**src/rtl/core/hba_pkg.sv**
```systemverilog
// ----------------------------------------------------------------------------
// hba_pkg
// Shared types and constants of the handle bitmap allocator: geometry of the
// two-level bitmap, request and status codes, controller states and commands.
// ----------------------------------------------------------------------------
package hba_pkg;

  // Bitmap geometry (block size is a power of two)
  localparam int BLOCK_BITS   = 32;
  localparam int NUM_BLOCKS   = 64;
  localparam int RESERVED_LOW = 3;

  localparam int HANDLE_W = 11;
  localparam int WORD_W   = BLOCK_BITS;
  localparam int BIT_W    = $clog2(BLOCK_BITS);
  localparam int BLK_W    = (NUM_BLOCKS > 1) ? $clog2(NUM_BLOCKS) : 1;
  localparam int HBLK_W   = HANDLE_W - BIT_W;

  localparam logic [WORD_W-1:0] WORD_MASK     = '1;
  localparam logic [WORD_W-1:0] RESERVED_MASK =
    WORD_W'((64'd1 << RESERVED_LOW) - 64'd1);

  // Request codes
  typedef enum logic [1:0] {
    REQ_ALLOC   = 2'd0,
    REQ_RELEASE = 2'd1,
    REQ_QUERY   = 2'd2
  } req_t;

  // Result status codes
  typedef enum logic [1:0] {
    ST_OK   = 2'd0,
    ST_FULL = 2'd1,
    ST_BAD  = 2'd2
  } status_t;

  // Controller states
  typedef enum logic {
    S_IDLE   = 1'b0,
    S_MODIFY = 1'b1
  } state_t;

  // Controller to datapath commands
  typedef struct packed {
    logic capture;  // latch request, pick target block, start word read
    logic commit;   // write back block word and flags, load result
  } dp_cmd_t;

endpackage

```
**src/rtl/core/hba_ram.sv**
```systemverilog
// ----------------------------------------------------------------------------
// hba_ram
// Generic single-port-write, single-port-read RAM with registered read data.
// ----------------------------------------------------------------------------
module hba_ram #(
  parameter int WIDTH = 32,
  parameter int DEPTH = 64
) (
  input  logic                                    clk,
  input  logic                                    we,
  input  logic [((DEPTH > 1) ? $clog2(DEPTH) : 1)-1:0] waddr,
  input  logic [WIDTH-1:0]                        wdata,
  input  logic                                    re,
  input  logic [((DEPTH > 1) ? $clog2(DEPTH) : 1)-1:0] raddr,
  output logic [WIDTH-1:0]                        rdata
);

  logic [WIDTH-1:0] mem_r [DEPTH];
  logic [WIDTH-1:0] rdata_r;

  // Write port
  always_ff @(posedge clk) begin
    if (we) begin
      mem_r[waddr] <= wdata;
    end
  end

  // Registered read port, hold data when not reading
  always_ff @(posedge clk) begin
    if (re) begin
      rdata_r <= mem_r[raddr];
    end
  end

  assign rdata = rdata_r;

endmodule

```
**src/rtl/core/hba_ctrl.sv**
```systemverilog
// ----------------------------------------------------------------------------
// hba_ctrl
// Request sequencer: takes one transaction, runs the block word
// read-modify-write in the datapath and hands the result to the output stage.
// ----------------------------------------------------------------------------
module hba_ctrl import hba_pkg::*; (
  input  logic    clk,
  input  logic    rst_n,
  input  logic    in_valid,
  output logic    in_ready,
  output logic    out_valid,
  input  logic    out_ready,
  output dp_cmd_t cmd
);

  state_t state_r, state_nxt;
  logic   out_valid_r, out_valid_nxt;
  logic   slot_free;

  // State and output-valid registers
  always_ff @(posedge clk) begin
    if (!rst_n) begin
      state_r     <= S_IDLE;
      out_valid_r <= 1'b0;
    end else begin
      state_r     <= state_nxt;
      out_valid_r <= out_valid_nxt;
    end
  end

  assign slot_free = !out_valid_r || out_ready;

  // Next state and commands
  always_comb begin
    state_nxt   = state_r;
    in_ready    = 1'b0;
    cmd.capture = 1'b0;
    cmd.commit  = 1'b0;
    case (state_r)
      S_IDLE: begin
        in_ready = 1'b1;
        if (in_valid) begin
          cmd.capture = 1'b1;
          state_nxt   = S_MODIFY;
        end
      end
      S_MODIFY: begin
        // hold until the output register can take the result
        if (slot_free) begin
          cmd.commit = 1'b1;
          state_nxt  = S_IDLE;
        end
      end
      default: begin
        state_nxt = S_IDLE;
      end
    endcase
  end

  // Output valid: set on commit, drop when taken
  always_comb begin
    if (cmd.commit) begin
      out_valid_nxt = 1'b1;
    end else if (out_ready) begin
      out_valid_nxt = 1'b0;
    end else begin
      out_valid_nxt = out_valid_r;
    end
  end

  assign out_valid = out_valid_r;

endmodule

```
**src/rtl/core/hba_dp.sv**
```systemverilog
// ----------------------------------------------------------------------------
// hba_dp
// Allocator datapath: per-block present and full flags, block word memory,
// first-qualifying-block and lowest-free-bit encoders, result registers.
// ----------------------------------------------------------------------------
module hba_dp import hba_pkg::*; (
  input  logic                clk,
  input  logic                rst_n,
  input  dp_cmd_t             cmd,
  input  logic [1:0]          in_req_type,
  input  logic [HANDLE_W-1:0] in_handle_index,
  output logic [1:0]          out_status,
  output logic [HANDLE_W-1:0] out_granted_index,
  output logic                out_is_used
);

  // Summary flags
  logic [NUM_BLOCKS-1:0] present_r, present_nxt;
  logic [NUM_BLOCKS-1:0] full_r, full_nxt;
  logic                  blk0_wr_r, blk0_wr_nxt;

  // Captured request
  logic [1:0]       req_r;
  logic [BIT_W-1:0] bit_r;
  logic [BLK_W-1:0] tgt_r;
  logic             absent_r, over_r, none_r;

  // Capture-side logic
  logic [HBLK_W-1:0]     hblk;
  logic [NUM_BLOCKS-1:0] qual;
  logic [BLK_W-1:0]      first_c, tgt_c;
  logic                  none_c, over_c, absent_c;

  // Modify-side logic
  logic [WORD_W-1:0] rd_data, word, sel, wdata;
  logic [BIT_W-1:0]  zpos;
  logic              we;
  status_t           status_c;
  logic [HANDLE_W-1:0] grant_c;
  logic              used_c;

  // Result registers
  logic [1:0]          out_status_r;
  logic [HANDLE_W-1:0] out_granted_index_r;
  logic                out_is_used_r;

  // Pick the target block: first absent or not-full block for allocate,
  // the handle's block otherwise
  assign hblk   = in_handle_index[HANDLE_W-1:BIT_W];
  assign over_c = 32'(hblk) >= 32'(NUM_BLOCKS);
  assign qual   = ~present_r | ~full_r;
  assign none_c = ~|qual;

  always_comb begin
    first_c = '0;
    for (int b = NUM_BLOCKS - 1; b >= 0; b--) begin
      if (qual[b]) begin
        first_c = BLK_W'(b);
      end
    end
  end

  assign tgt_c    = (in_req_type == REQ_ALLOC) ? first_c : BLK_W'(hblk);
  assign absent_c = !present_r[tgt_c];

  // Latch the transaction
  always_ff @(posedge clk) begin
    if (cmd.capture) begin
      req_r    <= in_req_type;
      bit_r    <= in_handle_index[BIT_W-1:0];
      tgt_r    <= tgt_c;
      absent_r <= absent_c;
      over_r   <= over_c;
      none_r   <= none_c;
    end
  end

  // Block word memory
  hba_ram #(
    .WIDTH (WORD_W),
    .DEPTH (NUM_BLOCKS)
  ) u_ram (
    .clk   (clk),
    .we    (we && cmd.commit),
    .waddr (tgt_r),
    .wdata (wdata),
    .re    (cmd.capture),
    .raddr (tgt_c),
    .rdata (rd_data)
  );

  // Block 0 reads as its reserved pattern until first written
  assign word = (tgt_r == '0 && !blk0_wr_r) ? RESERVED_MASK : rd_data;
  assign sel  = WORD_W'(1) << bit_r;

  // Lowest free bit of the block word
  always_comb begin
    zpos = '0;
    for (int i = BLOCK_BITS - 1; i >= 0; i--) begin
      if (!word[i]) begin
        zpos = BIT_W'(i);
      end
    end
  end

  // Apply the request to the block word and the flags
  always_comb begin
    we          = 1'b0;
    wdata       = word;
    status_c    = ST_OK;
    grant_c     = '0;
    used_c      = 1'b0;
    present_nxt = present_r;
    full_nxt    = full_r;
    case (req_r)
      REQ_ALLOC: begin
        if (none_r) begin
          status_c = ST_FULL;
        end else if (absent_r) begin
          present_nxt[tgt_r] = 1'b1;
          we                 = 1'b1;
          wdata              = WORD_W'(1);
          full_nxt[tgt_r]    = (WORD_W'(1) == WORD_MASK);
          grant_c            = HANDLE_W'({tgt_r, BIT_W'(0)});
        end else begin
          we              = 1'b1;
          wdata           = word | (WORD_W'(1) << zpos);
          full_nxt[tgt_r] = (wdata == WORD_MASK);
          grant_c         = HANDLE_W'({tgt_r, zpos});
        end
      end
      REQ_RELEASE: begin
        if (over_r || absent_r) begin
          status_c = ST_BAD;
        end else begin
          we              = 1'b1;
          wdata           = word & ~sel;
          full_nxt[tgt_r] = 1'b0;
        end
      end
      REQ_QUERY: begin
        if (over_r) begin
          status_c = ST_BAD;
        end else if (!absent_r) begin
          used_c = |(word & sel);
        end
      end
      default: begin
        status_c = ST_OK;
      end
    endcase
  end

  assign blk0_wr_nxt = blk0_wr_r | (we && tgt_r == '0);

  // Flags advance on commit
  always_ff @(posedge clk) begin
    if (!rst_n) begin
      present_r    <= NUM_BLOCKS'(1);
      full_r       <= NUM_BLOCKS'(RESERVED_MASK == WORD_MASK);
      blk0_wr_r    <= 1'b0;
    end else if (cmd.commit) begin
      present_r    <= present_nxt;
      full_r       <= full_nxt;
      blk0_wr_r    <= blk0_wr_nxt;
    end
  end

  // Result registers
  always_ff @(posedge clk) begin
    if (cmd.commit) begin
      out_status_r        <= status_c;
      out_granted_index_r <= grant_c;
      out_is_used_r       <= used_c;
    end
  end

  assign out_status        = out_status_r;
  assign out_granted_index = out_granted_index_r;
  assign out_is_used       = out_is_used_r;

endmodule

```
**src/rtl/core/handle_bitmap_allocator_unit.sv**
```systemverilog
// An accepted transaction is captured, then committed, which loads the result
//   and sets out_valid. The next is taken only after the commit, due to the
//   read-modify-write of the chosen block word in the registered-read memory.
// A full output register stalls the modify step until the result is taken.
// Reset (synchronous, active low) marks only block 0 present and none full;
//   block 0 reads as its reserved pattern until first written. No clear pass.
// ----------------------------------------------------------------------------
// handle_bitmap_allocator_unit
// Two-level bitmap handle allocator: allocate, release and query handles.
// ----------------------------------------------------------------------------
module handle_bitmap_allocator_unit import hba_pkg::*; (
  input  logic                clk,
  input  logic                rst_n,
  input  logic                in_valid,
  output logic                in_ready,
  input  logic [1:0]          in_req_type,
  input  logic [HANDLE_W-1:0] in_handle_index,
  output logic                out_valid,
  input  logic                out_ready,
  output logic [1:0]          out_status,
  output logic [HANDLE_W-1:0] out_granted_index,
  output logic                out_is_used
);

  dp_cmd_t cmd;

  // Sequencer
  hba_ctrl u_ctrl (
    .clk       (clk),
    .rst_n     (rst_n),
    .in_valid  (in_valid),
    .in_ready  (in_ready),
    .out_valid (out_valid),
    .out_ready (out_ready),
    .cmd       (cmd)
  );

  // Datapath
  hba_dp u_dp (
    .clk               (clk),
    .rst_n             (rst_n),
    .cmd               (cmd),
    .in_req_type       (in_req_type),
    .in_handle_index   (in_handle_index),
    .out_status        (out_status),
    .out_granted_index (out_granted_index),
    .out_is_used       (out_is_used)
  );

endmodule

```
**config.mk**
```make
export PLATFORM = sky130hd
export DESIGN_NAME = handle_bitmap_allocator_unit
export DESIGN_NICKNAME = d
export VERILOG_FILES = /design/src/rtl/core/hba_pkg.sv /design/src/rtl/core/hba_ram.sv /design/src/rtl/core/hba_ctrl.sv /design/src/rtl/core/hba_dp.sv /design/src/rtl/core/handle_bitmap_allocator_unit.sv
export SDC_FILE = /design/constraint.sdc
export NUM_CORES = 2
export LEC_CHECK = 0
export BUFFER_PORTS_ARGS = -buffer_cell sky130_fd_sc_hd__buf_2
export CELL_PAD_IN_SITES_DETAIL_PLACEMENT = 1
export CELL_PAD_IN_SITES_GLOBAL_PLACEMENT = 2
export CORE_MARGIN = 2
export CORE_UTILIZATION = 32
export DETAILED_ROUTE_END_ITERATION = 8
export HOLD_SLACK_MARGIN = 0.15
export PLACE_DENSITY = 0.63
export SYNTH_ARGS = -nofsm -noshare
export SYNTH_HDL_FRONTEND = slang
export SYNTH_HIERARCHICAL = 1
export SYNTH_SLANG_ARGS = --single-unit
export TNS_END_PERCENT = 5
```
**constraint.sdc**
```tcl
create_clock -name clk -period 6.3 [get_ports clk]
set_input_delay 0.315 -clock clk [delete_from_list [all_inputs] [get_ports clk]]
set_output_delay 0.315 -clock clk [all_outputs]
set_load 0.02 [all_outputs]
```
==> impl_metrics.json <==
{
  "vias": 48200,
  "fin_tns_setup_ps": 0,
  "finalCriticalPeriod_ps": 5600,
  "first_pass_iters": 7,
  "finalCritPeriodShare_pct": 88.8,
  "max_cap_violations": 0,
  "core_area_mm2": 0.276,
  "slowest_stage": "a21oi_1",
  "synth_nets": 4648,
  "path_buf_inv": 2,
  "syn_inst": 4631,
  "ys_warn_count": 6,
  "cts_setup_buffers": 0,
  "ys_seq_elements": 2240,
  "placed_area_mm2": 0.0952,
  "post_cts_resized": 0,
  "ios": 33,
  "yosysMostFrequentCell": "edfxtp_1",
  "dr.first_iter.drc_count": 5222,
  "ys.flop_type": "edfxtp_1",
  "synth.top_cell.area_share_pct": 71.3,
  "path_cells": "nand4_1, a2111oi_0, a311o_1, nand2_1, inv_8, buf_12, or3b_2, o221ai_1, a21oi_1, a21oi_1, nor2_1",
  "start_kind": "register",
  "crit_type": "reg2reg",
  "drcViolationCount": 0,
  "postSynthAreaPerCell_um2": 19.2,
  "fmax_mhz": 179,
  "netlist_area_mm2": 0.0888,
  "die_h_um": 531,
  "clk_path_buf_depth": 3,
  "htreeDepth": 4,
  "cp_max_fo": 59,
  "finalHoldViolations": 0,
  "r2r_start": "u_dp/present_r[45]",
  "p_per_area_mw_per_mm2": 325,
  "final_layout_size_suffix_gt1_share_pct": 25.5,
  "r2r_cells": 11,
  "wire_per_inst_um": 31.8,
  "die_area_mm2": 0.282,
  "clock_latency_ps": 900,
  "grt_pass1_vias": 50200,
  "grt_usage_pct": 19.7,
  "grt-ovfl-total": 0,
  "ys_async_sr_fraction_pct": 0,
  "holdBufCountCts": 13,
  "ant_nets": 0,
  "antenna_found_initial": 15,
  "rr_endpoint": "u_dp/u_ram/rdata[5]",
  "nNetsFinal": 4893,
  "gp_congestion": 0.923,
  "rsz0062_at_grt": "no",
  "initial_core_util_pct": 32.1,
  "required_ps": 6910,
  "cp_slowest_stage_delay_ps": 800,
  "skew_ps": 74.3,
  "hold-worst-slack_ps": 228,
  "hold_start": "in_handle_index[4]",
  "whs_endpoint": "u_dp/bit_r[4]",
  "numCtsBuffers": 228,
  "cts_sinks": 2240,
  "relSlewSlack_pct": 10.6,
  "tightest_slew_ps": 1330,
  "wl_mm": 279,
  "hold_class": "in2reg",
  "syn_to_final_growth_pct": 16.4,
  "end_kind": "register",
  "status": "complete, no violations",
  "rrSetupSlack_ps": 700,
  "worst_ep_arrival_time_ps": 6200,
  "finalPower_mw": 33.6,
  "synth-seq-area-share_pct": 74.3,
  "synth_cell_types": 88,
  "drv_slew": 0,
  "io_buffers": 32,
  "min_path_cells": 2,
  "synth_edf_count": 2109,
  "die_w_um": 531,
  "crit_top_cell": "a21oi_1",
  "peakVddDrop_mv": 0.294,
  "clockRootBuffer": "clkbuf_16",
  "ys_top_cells_by_area": "edfxtp_1 71%, mux4_2 14%, dfxtp_1 3.0%",
  "rows": 193,
  "hpwlAfterDp_mm": 171,
  "grt_pass1_wl_mm": 393,
  "p_leak_nw": 31.4,
  "final_area_mm2": 0.103,
  "yosys.area.top_type": "edfxtp_1",
  "avgViaCountPerCell": 5.48,
  "synth_commonest_cells": "2109 x edfxtp_1, 545 x mux4_2, 255 x nor2_1, 197 x nand2_1, 131 x dfxtp_1",
  "finalSetupViolations": 0,
  "path_delay_family": "compound AO/OA/AOI/OAI gates",
  "clk_pin_slew_worst_paths_ps": 60,
  "grt_max_degree": 70,
  "cts_tree": "yes"
}
-- layer usage --
| layer | global-route usage [%] | up-vias | share of wire, % |
|---|---|---|---|
| li1 | - | 19800 | - |
| met1 | 27.3 | 26400 | 43 |
| met2 | 32.0 | 1669 | 48 |
| met3 | 3.08 | 347 | 6.3 |
| met4 | 5.74 | 0 | 3.0 |
| met5 | 0 | - | 0 |
-- worst max path at each step --
| stage | startpoint | endpoint | slack [ps] | cells after the start |
|---|---|---|---|---|
| floorplan | u_dp/tgt_r[0] | u_dp/u_ram/mem_r[0][8] | 800 | 10 |
| global placement | u_dp/present_r[45] | u_dp/u_ram/rdata[7] | 670 | 11 |
| detailed placement | u_dp/present_r[45] | u_dp/u_ram/rdata[7] | 690 | 11 |
| CTS | u_dp/present_r[45] | u_dp/u_ram/rdata[7] | 620 | 11 |
| global route | u_dp/present_r[45] | u_dp/u_ram/rdata[7] | 480 | 11 |
| finish | u_dp/present_r[45] | u_dp/u_ram/rdata[5] | 700 | 11 |
-- cell families (layout without fill, tap and decap cells) --
family	Yosys count	count (layout)	share of synthesized area, %
AND/OR/NAND/NOR	825	825	4.51
flip-flops	2240	2240	74.3
multiplexers	650	650	15.0
other	0	7	0
AO/OA/AOI/OAI	638	638	4.75
buffers and inverters	278	724	1.47
-- power by group --
part	switching [mW]	leakage, nW	internal (mW)	total (mW)
Sequential	0.130	20.2	16.7	16.8
Clock	5.97	3.88	8.34	14.3
Combinational	1.76	7.38	0.756	2.52
Total	7.86	31.4	25.8	33.6
-- final cells by class --
type,count,area [um2]
inverters,18,82.6
diodes,7,17.5
clock buffers,265,5850
repair buffers,275,2270
clock inverters,166,2130
multi-input cells,2113,22400
flip-flops and latches,2240,66000
well taps,3705,4640
fillers,27000,173000
-- metrics by stage --
step	utilization (%)	cells	setup WS, ps
after global placement	34.5	8338	673
after global routing	37.4	8782	484
final	37.4	8789	705
after detailed placement	34.5	8338	693
after floorplan	-	4631	799
after CTS	37.4	8782	618
-- flip-flops by register name (all words and copies together) (netlist names) --
register,cells
u_dp/u_ram/rdata,32
u_dp/absent_r,1
u_dp/u_ram/mem_r,2048
u_dp/bit_r,5
u_dp/out_granted_index,11
u_dp/out_status,2
u_dp/out_is_used,1
u_dp/tgt_r,6
u_dp/none_r,1
u_ctrl/out_valid,1
u_dp/present_r,64
u_dp/req_r,2
u_ctrl/state_r,1
u_dp/full_r,64
u_dp/blk0_wr_r,1
-- cells in the final DEF, fill, tap and decap left out, types with 27 or more instances in the layout --
cell type and n:
edfxtp_1 2109, mux4_2 545, clkbuf_16 228, buf_4 211, nand2_1 194, nor2_1 187, dfxtp_1 131, nand3_1 108
a21oi_1 105, mux2i_1 103, o22ai_1 86, o21ai_0 68, nor2_4 66, o21a_1 61, o21ai_1 60, clkinv_1 56
nand4_1 50, clkinv_2 46, bufinv_16 40, nor2b_1 39, clkbuf_1 36, buf_2 31, a31oi_1 28, nor3_1 27
o221ai_1 27
Power figures use the tool's default switching activity.
